--- src/sv/dcrc_pkg.sv ---
`timescale 1ns / 1ps
// ----------------------------------------------------------------------------
// dcrc_pkg
// Shared types, register indexes and bitwise CRC byte updates for the dual
// CRC-16 / CRC-32 engine.
// ----------------------------------------------------------------------------
package dcrc_pkg;

   localparam int BYTES_PER_ITEM = 8;
   localparam int DATA_BYTES     = 8;
   localparam int BYTE_LIMIT     = (BYTES_PER_ITEM < DATA_BYTES) ? BYTES_PER_ITEM : DATA_BYTES;

   localparam int CSR_INDEX_W = 2;
   localparam int CSR_DATA_W  = 32;

   localparam logic [CSR_INDEX_W-1:0] CSR_CRC16_ENABLE = 2'd0;
   localparam logic [CSR_INDEX_W-1:0] CSR_CRC32_ENABLE = 2'd1;
   localparam logic [CSR_INDEX_W-1:0] CSR_CRC16_POLY   = 2'd2;
   localparam logic [CSR_INDEX_W-1:0] CSR_CRC32_POLY   = 2'd3;

   localparam logic [15:0] CRC16_POLY_RESET = 16'hA001;
   localparam logic [31:0] CRC32_POLY_RESET = 32'hEDB8_8320;

   typedef struct packed {
      logic [63:0] data_bytes;
      logic [3:0]  byte_count;
      logic        first;
   } req_type;

   typedef struct packed {
      logic [15:0] crc16_value;
      logic [31:0] crc32_value;
   } rsp_type;

   typedef struct packed {
      logic        crc16_enable;
      logic        crc32_enable;
      logic [15:0] crc16_poly;
      logic [31:0] crc32_poly;
   } cfg_type;

   // One reflected byte update, LSB first.
   function automatic logic [15:0] crc16_byte(input logic [15:0] c_in,
                                              input logic [7:0]  b,
                                              input logic [15:0] poly);
      logic [15:0] c;
      c = c_in ^ {8'h00, b};
      for (int k = 0; k < 8; k++) begin
         c = c[0] ? ((c >> 1) ^ poly) : (c >> 1);
      end
      return c;
   endfunction

   function automatic logic [31:0] crc32_byte(input logic [31:0] c_in,
                                              input logic [7:0]  b,
                                              input logic [31:0] poly);
      logic [31:0] c;
      c = c_in ^ {24'h000000, b};
      for (int k = 0; k < 8; k++) begin
         c = c[0] ? ((c >> 1) ^ poly) : (c >> 1);
      end
      return c;
   endfunction

endpackage

--- src/sv/dual_crc16_crc32_engine.sv ---
`timescale 1ns / 1ps
// ----------------------------------------------------------------------------
// dual_crc16_crc32_engine
// Reflected CRC-16 and finished-form CRC-32 over up to eight bytes per word.
// ----------------------------------------------------------------------------
// Usage:
//   Request channel (req_valid / req_stall / req_data) carries one word of up
//   to eight message bytes, byte 0 in bits 7:0 first, a byte count and a
//   first flag that restarts both CRCs. Each word gives exactly one response
//   word (rsp_valid / rsp_stall / rsp_data) with both running CRC values.
//   rsp_valid rises once the word has passed from the input register through
//   the eight-byte update of both CRCs, which writes the response register
//   and the running CRCs together. Throughput is one word per cycle while the
//   receiver does not stall, set by the feedback of the running CRCs through
//   the unrolled byte update.
//   When the receiver stalls, the response register holds; the input register
//   still takes one more word, then req_stall rises until the response drains.
//   Reset empties both registers, clears the running CRCs to zero, enables
//   both CRCs and loads the default polynomials (0xA001, 0xEDB88320).
//   Write the csr_ registers only while no word is in flight.
// ----------------------------------------------------------------------------
module dual_crc16_crc32_engine (
   input  logic                             clock,
   input  logic                             reset,
   input  logic                             req_valid,
   output logic                             req_stall,
   input  dcrc_pkg::req_type                req_data,
   output logic                             rsp_valid,
   input  logic                             rsp_stall,
   output dcrc_pkg::rsp_type                rsp_data,
   input  logic                             csr_write_enable,
   input  logic [dcrc_pkg::CSR_INDEX_W-1:0] csr_index,
   input  logic [dcrc_pkg::CSR_DATA_W-1:0]  csr_data
);

   dcrc_pkg::cfg_type cfg;
   dcrc_pkg::rsp_type result;

   dcrc_pkg::req_type in_ff;
   logic              in_valid_ff;
   logic              in_valid_in;
   dcrc_pkg::rsp_type rsp_ff;
   logic              rsp_valid_ff;
   logic              rsp_valid_in;

   logic advance;
   logic req_take;

   dcrc_csr u_csr (
      .clock            (clock),
      .reset            (reset),
      .csr_write_enable (csr_write_enable),
      .csr_index        (csr_index),
      .csr_data         (csr_data),
      .cfg              (cfg)
   );

   dcrc_core u_core (
      .clock   (clock),
      .reset   (reset),
      .advance (advance),
      .item    (in_ff),
      .cfg     (cfg),
      .result  (result)
   );

   // move the held word into the response register when it is empty or its word is being taken
   assign advance   = in_valid_ff && (!rsp_valid_ff || !rsp_stall);
   assign req_stall = in_valid_ff && !advance;
   assign req_take  = req_valid && !req_stall;

   always_comb begin
      in_valid_in  = req_take || (in_valid_ff && !advance);
      rsp_valid_in = advance || (rsp_valid_ff && rsp_stall);
   end

   always_ff @(posedge clock) begin
      if (reset) begin
         in_valid_ff  <= 1'b0;
         rsp_valid_ff <= 1'b0;
      end else begin
         in_valid_ff  <= in_valid_in;
         rsp_valid_ff <= rsp_valid_in;
      end
   end

   always_ff @(posedge clock) begin
      if (req_take) begin
         in_ff <= req_data;
      end
      if (advance) begin
         rsp_ff <= result;
      end
   end

   assign rsp_valid = rsp_valid_ff;
   assign rsp_data  = rsp_ff;

   a_stall_only_when_full: assert property (@(posedge clock) disable iff (reset)
      req_stall |-> in_valid_ff && rsp_valid_ff)
      else $error("request stalled with a free pipeline");

   a_advance_fills_rsp: assert property (@(posedge clock) disable iff (reset)
      advance |=> rsp_valid_ff)
      else $error("advanced word did not reach the response register");

   a_held_word_stable: assert property (@(posedge clock) disable iff (reset)
      in_valid_ff && !advance |=> in_valid_ff && $stable(in_ff))
      else $error("held input word lost or changed");

   a_rsp_drains: assert property (@(posedge clock) disable iff (reset)
      rsp_valid_ff && !rsp_stall && !advance |=> !rsp_valid_ff)
      else $error("taken response word repeated");

endmodule

--- src/sv/dcrc_csr.sv ---
`timescale 1ns / 1ps
// ----------------------------------------------------------------------------
// dcrc_csr
// Configuration registers: CRC enables and reflected polynomials.
// ----------------------------------------------------------------------------
module dcrc_csr (
   input  logic                                clock,
   input  logic                                reset,
   input  logic                                csr_write_enable,
   input  logic [dcrc_pkg::CSR_INDEX_W-1:0]    csr_index,
   input  logic [dcrc_pkg::CSR_DATA_W-1:0]     csr_data,
   output dcrc_pkg::cfg_type                   cfg
);

   dcrc_pkg::cfg_type cfg_ff;
   dcrc_pkg::cfg_type cfg_in;

   always_comb begin
      cfg_in = cfg_ff;
      if (csr_write_enable) begin
         unique case (csr_index)
            dcrc_pkg::CSR_CRC16_ENABLE: cfg_in.crc16_enable = csr_data[0];
            dcrc_pkg::CSR_CRC32_ENABLE: cfg_in.crc32_enable = csr_data[0];
            dcrc_pkg::CSR_CRC16_POLY:   cfg_in.crc16_poly   = csr_data[15:0];
            dcrc_pkg::CSR_CRC32_POLY:   cfg_in.crc32_poly   = csr_data[31:0];
            default:                    cfg_in = cfg_ff;
         endcase
      end
   end

   always_ff @(posedge clock) begin
      if (reset) begin
         cfg_ff.crc16_enable <= 1'b1;
         cfg_ff.crc32_enable <= 1'b1;
         cfg_ff.crc16_poly   <= dcrc_pkg::CRC16_POLY_RESET;
         cfg_ff.crc32_poly   <= dcrc_pkg::CRC32_POLY_RESET;
      end else begin
         cfg_ff <= cfg_in;
      end
   end

   assign cfg = cfg_ff;

endmodule

--- src/sv/dcrc_core.sv ---
`timescale 1ns / 1ps
// ----------------------------------------------------------------------------
// dcrc_core
// Running CRC registers and the unrolled eight-byte update of both CRCs.
// ----------------------------------------------------------------------------
module dcrc_core (
   input  logic              clock,
   input  logic              reset,
   input  logic              advance,
   input  dcrc_pkg::req_type item,
   input  dcrc_pkg::cfg_type cfg,
   output dcrc_pkg::rsp_type result
);

   localparam logic [3:0] LIMIT = 4'(dcrc_pkg::BYTE_LIMIT);

   logic [15:0] crc16_ff;
   logic [15:0] crc16_in;
   logic [31:0] crc32_ff;
   logic [31:0] crc32_in;

   logic [3:0]  count_sat;
   logic [15:0] base16;
   logic [31:0] base32;
   logic [15:0] c16;
   logic [31:0] c32;

   always_comb begin
      count_sat = (item.byte_count > LIMIT) ? LIMIT : item.byte_count;
      // first clears both, whatever the enables
      base16 = item.first ? 16'h0000 : crc16_ff;
      base32 = item.first ? 32'h0000_0000 : crc32_ff;
      c16 = base16;
      c32 = ~base32;
      for (int i = 0; i < dcrc_pkg::BYTE_LIMIT; i++) begin
         if (4'(i) < count_sat) begin
            c16 = dcrc_pkg::crc16_byte(c16, item.data_bytes[8*i +: 8], cfg.crc16_poly);
            c32 = dcrc_pkg::crc32_byte(c32, item.data_bytes[8*i +: 8], cfg.crc32_poly);
         end
      end
      crc16_in = cfg.crc16_enable ? c16 : base16;
      crc32_in = cfg.crc32_enable ? ~c32 : base32;
   end

   always_ff @(posedge clock) begin
      if (reset) begin
         crc16_ff <= 16'h0000;
         crc32_ff <= 32'h0000_0000;
      end else if (advance) begin
         crc16_ff <= crc16_in;
         crc32_ff <= crc32_in;
      end
   end

   assign result.crc16_value = crc16_in;
   assign result.crc32_value = crc32_in;

endmodule
--- config.mk ---
export PLATFORM = sky130hd
export DESIGN_NAME = dual_crc16_crc32_engine
export DESIGN_NICKNAME = d
export VERILOG_FILES = /design/src/sv/dcrc_pkg.sv /design/src/sv/dual_crc16_crc32_engine.sv /design/src/sv/dcrc_csr.sv /design/src/sv/dcrc_core.sv
export SDC_FILE = /design/constraint.sdc
export NUM_CORES = 2
export LEC_CHECK = 0
export ABC_AREA = 1
export BUFFER_PORTS_ARGS = -buffer_cell sky130_fd_sc_hd__buf_2
export CAP_MARGIN = 5
export CORE_AREA = 2 2 349 351
export DETAILED_ROUTE_END_ITERATION = 16
export DIE_AREA = 0 0 351 353
export GPL_ROUTABILITY_DRIVEN = 1
export PLACE_DENSITY = 0.82
export SLEW_MARGIN = 20
export SYNTH_ARGS = -nofsm -noshare
export SYNTH_HDL_FRONTEND = slang
export SYNTH_SLANG_ARGS = --single-unit
--- constraint.sdc ---
create_clock -name clock -period 50.7 [get_ports clock]
set_clock_uncertainty 0.1 [all_clocks]
set_input_delay 10.14 -clock clock [delete_from_list [all_inputs] [get_ports clock]]
set_output_delay 10.14 -clock clock [all_outputs]
set_load 0.02 [all_outputs]
==> out/qor.csv <==
stage,metric,value,unit
run_status,status,"finished, final reports clean",
detailed_routing,DRC Markers,0,
sta,RSZ-0062 raised after global routing,no,
sta,Tcrit/Tclk final,0.7469,
floorplanning,Die Width,351,µm
sta,Setup Viol. Count Final,0,
global_route,first-pass GRT wire length,438700,µm
floorplanning,Rows,128,
critical_path,Crit path largest cell delay,0.79,ns
logic_synthesis,register area share after synthesis,0.07710,
global_route,initial antenna violation count,14,
place,PortBufs,157,
sta,clock period minus worst slack,37.87,ns
critical_path,depth of the worst register-to-register path,194,
logic_synthesis,synthesis-stage register bit count,217,
critical_path,end of the critical path,u_core.crc32_ff[15],
clocking,deepest clock path buffer count,3,
logic_synthesis,"Async S/R FF share, synth",0,
detailed_routing,per-cell routed wire length,23.77,µm
sta,Pins Over Slew Limit,0,
sta,Max Fclk,26.41,MHz
clocking,CTS root buffer,clkbuf_16,
global_route,"Remaining Overflow, GRT",0,
critical_path,Critical-path top delay cell,nor2_4,
critical_path,CP Class,reg2reg,
sta,worst slew pin tran,1.196,ns
logic_synthesis,"EDFF count, synth",117,
finish,area growth from synthesis to layout,-2.370,%
critical_path,Critical Path Source Type,flip-flop,
logic_synthesis,Gate Count Post-Synth,11530,
logic_synthesis,Synth top area share,0.1837,
detailed_routing,Via density,5.953,
logic_synthesis,Ys Warns,0,
logic_synthesis,Synth area leaders,"xnor2_1 (18%), nand2_1 (18%), xor2_1 (8.3%)",
detailed_routing,Post-DRT Antenna Nets,0,
critical_path,CP startpoint,in_ff[0],
critical_path,Reg-to-Reg End,u_core.crc32_ff[15],
logic_synthesis,syn avg cell area,6.206,µm²
clocking,clock sinks,217,
critical_path,crit-path leading delay family,simple AND/OR/NAND/NOR gates,
detailed_routing,1st-iter DRT viols,11020,
logic_synthesis,most frequent cell after synthesis,nand2_1,
logic_synthesis,Synth Cell Area,71530,µm²
critical_path,Worst path depth,194,
critical_path,crit path buf inv count,14,
critical_path,FF-to-FF setup slack,12.83,ns
floorplanning,CORE AREA,120600,µm²
place,DP HPWL,212000,µm
logic_synthesis,commonest cells in the netlist,"nand2_1 (3398), xnor2_1 (1500), nand3_1 (1097)",
detailed_routing,vias,75730,
sta,total negative slack,0,ns
critical_path,Crit Reg-Reg Startpoint,in_ff[0],
clocking,hold bufs inserted after CTS,0,
clocking,Post-CTS Setup Bufs,0,
run,Max Cap Viol,0,
worst_hold_path,Worst Hold Class,reg2reg,
finish,NumNets Final,11180,
global_route,largest net degree at the start of global routing,79,
critical_path,CP required,51.21,ns
floorplanning,Initial Utilization,0.5932,
detailed_routing,final wirelength,302300,µm
floorplanning,Die Area,123900,µm²
logic_synthesis,Post-synth top flop,edfxtp_1,
clocking,Num CTS Buffers,29,
global_route,number of global-route vias before repair,68550,
finish,layout cells sized above 1,0.1560,
global_route,GRT Util Overall,0.4685,
sta,relative slew slack,0.1942,
critical_path,CP most frequent cell,nand2_2,
floorplanning,Ports,158,
finish,Filler cells,11930,
clocking,clk_lat worst skew,0.70,ns
logic_synthesis,Netlist cell types,63,
worst_hold_path,Worst Hold Path Cells,2,
clocking,CTS tree,yes,
detailed_routing,Initial DRT Pass Iterations,7,
critical_path,crit path max fanout,44,
clocking,H-tree depth,1,
sta,Fin. Hold Viols,0,
logic_synthesis,leading area contributor after synthesis,xnor2_1,
floorplanning,die height,353,µm
clocking,post_cts resized,0,
critical_path,WP data arrival,38.38,ns
logic_synthesis,Syn Nets,11640,
clocking,"Clk pin slew, worst setup/hold paths",0.07,ns
place,Placer Congestion,1.057,
critical_path,CP endpoint kind,flip-flop,
[per-layer routing]
layer	track usage	wire, µm	vias up	part of all wire
li1	-	-	34410	-
met1	0.5746	107000	34400	0.35
met2	0.6821	121800	5382	0.40
met3	0.1500	45120	1504	0.15
met4	0.3455	28220	28	0.093
met5	0	246	-	0.00081
[per-stage QoR]
stage	setup slack, ns	cell area (µm²)	hold slack [ns]	utilization	std cells
CTS	13.97	69830	0.4124	0.5790	12720
detailed placement	14.05	68860	0.4054	0.5710	12660
global route	9.813	69830	0.4470	0.5790	12720
global placement	15.26	68860	0.3872	0.5710	12660
finish	12.83	69840	0.4203	0.5791	12720
floorplan	29.91	71530	0.3773	-	11530
[flip-flops by register name (all words and copies together) (netlist names)]
signal / flops
in_valid_ff: 1
u_core.crc16_ff: 16
in_ff: 69
u_csr.cfg: 50
rsp_valid: 1
rsp_data: 48
u_core.crc32_ff: 32
[worst min-delay path: stages (launching register included)]
cell and delay, ns:
dfxtp_1 0.32, inv_1 0.08, a21oi_1 0.07
[logic make-up after synthesis]
logic type,after synthesis,synth area share
AO/OA/AOI/OAI,551,0.04116
XOR/XNOR,2215,0.2761
buffers and inverters,1707,0.1433
flip-flops,217,0.07710
multiplexers,3,0.0004198
AND/OR/NAND/NOR,6834,0.4619
[area by class of cell]
cell class / count / area (µm²) / share of cell area
multi-input cells: 9603 / 55830 / 0.7994
flip-flops and latches: 217 / 5602 / 0.08021
inverters: 908 / 3437 / 0.04922
well taps: 1625 / 2033 / 0.02911
repair buffers: 311 / 1967 / 0.02816
clock buffers: 33 / 740.7 / 0.01061
clock inverters: 21 / 221.5 / 0.003171
diodes: 4 / 10.01 / 0.0001433
[how the worst min path moves through the flow]
stage                      startpoint        end  slack [ns]
after floorplan           in_valid_ff  rsp_valid        0.38
after CTS                 in_valid_ff  rsp_valid        0.41
after detailed placement  in_valid_ff  rsp_valid        0.41
after global routing      in_valid_ff  rsp_valid        0.45
after global placement    in_valid_ff  rsp_valid        0.39
final                     in_valid_ff  rsp_valid        0.42
[cells in the final DEF (no fill, tap or decap), types with 6 or more instances in the layout]
master	n
o21ai_1	70
or2_2	22
inv_1	776
clkinv_2	9
xnor2_2	18
xor2_2	14
nand3_4	43
a31oi_1	18
nand3_1	1097
buf_2	157
nand4_2	7
edfxtp_1	117
xnor2_1	1500
dfxtp_1	57
o21ai_0	280
inv_2	86
nand3b_1	13
nor2_2	94
nand4_1	44
o21bai_1	18
dfxtp_2	30
nor2_4	39
clkinv_1	39
buf_4	152
nand2_4	168
xor2_1	677
or2_1	7
dfxtp_4	13
clkbuf_16	29
nand3_2	310
nor3_1	10
nor2_8	6
nor2_1	1080
nand2_2	481
nand2_1	3398
a21oi_1	123
o21ai_2	16
Power is left out: the tool's default activity adds up to more than one toggle a clock period on the data nets, which glitch-free logic cannot reach.
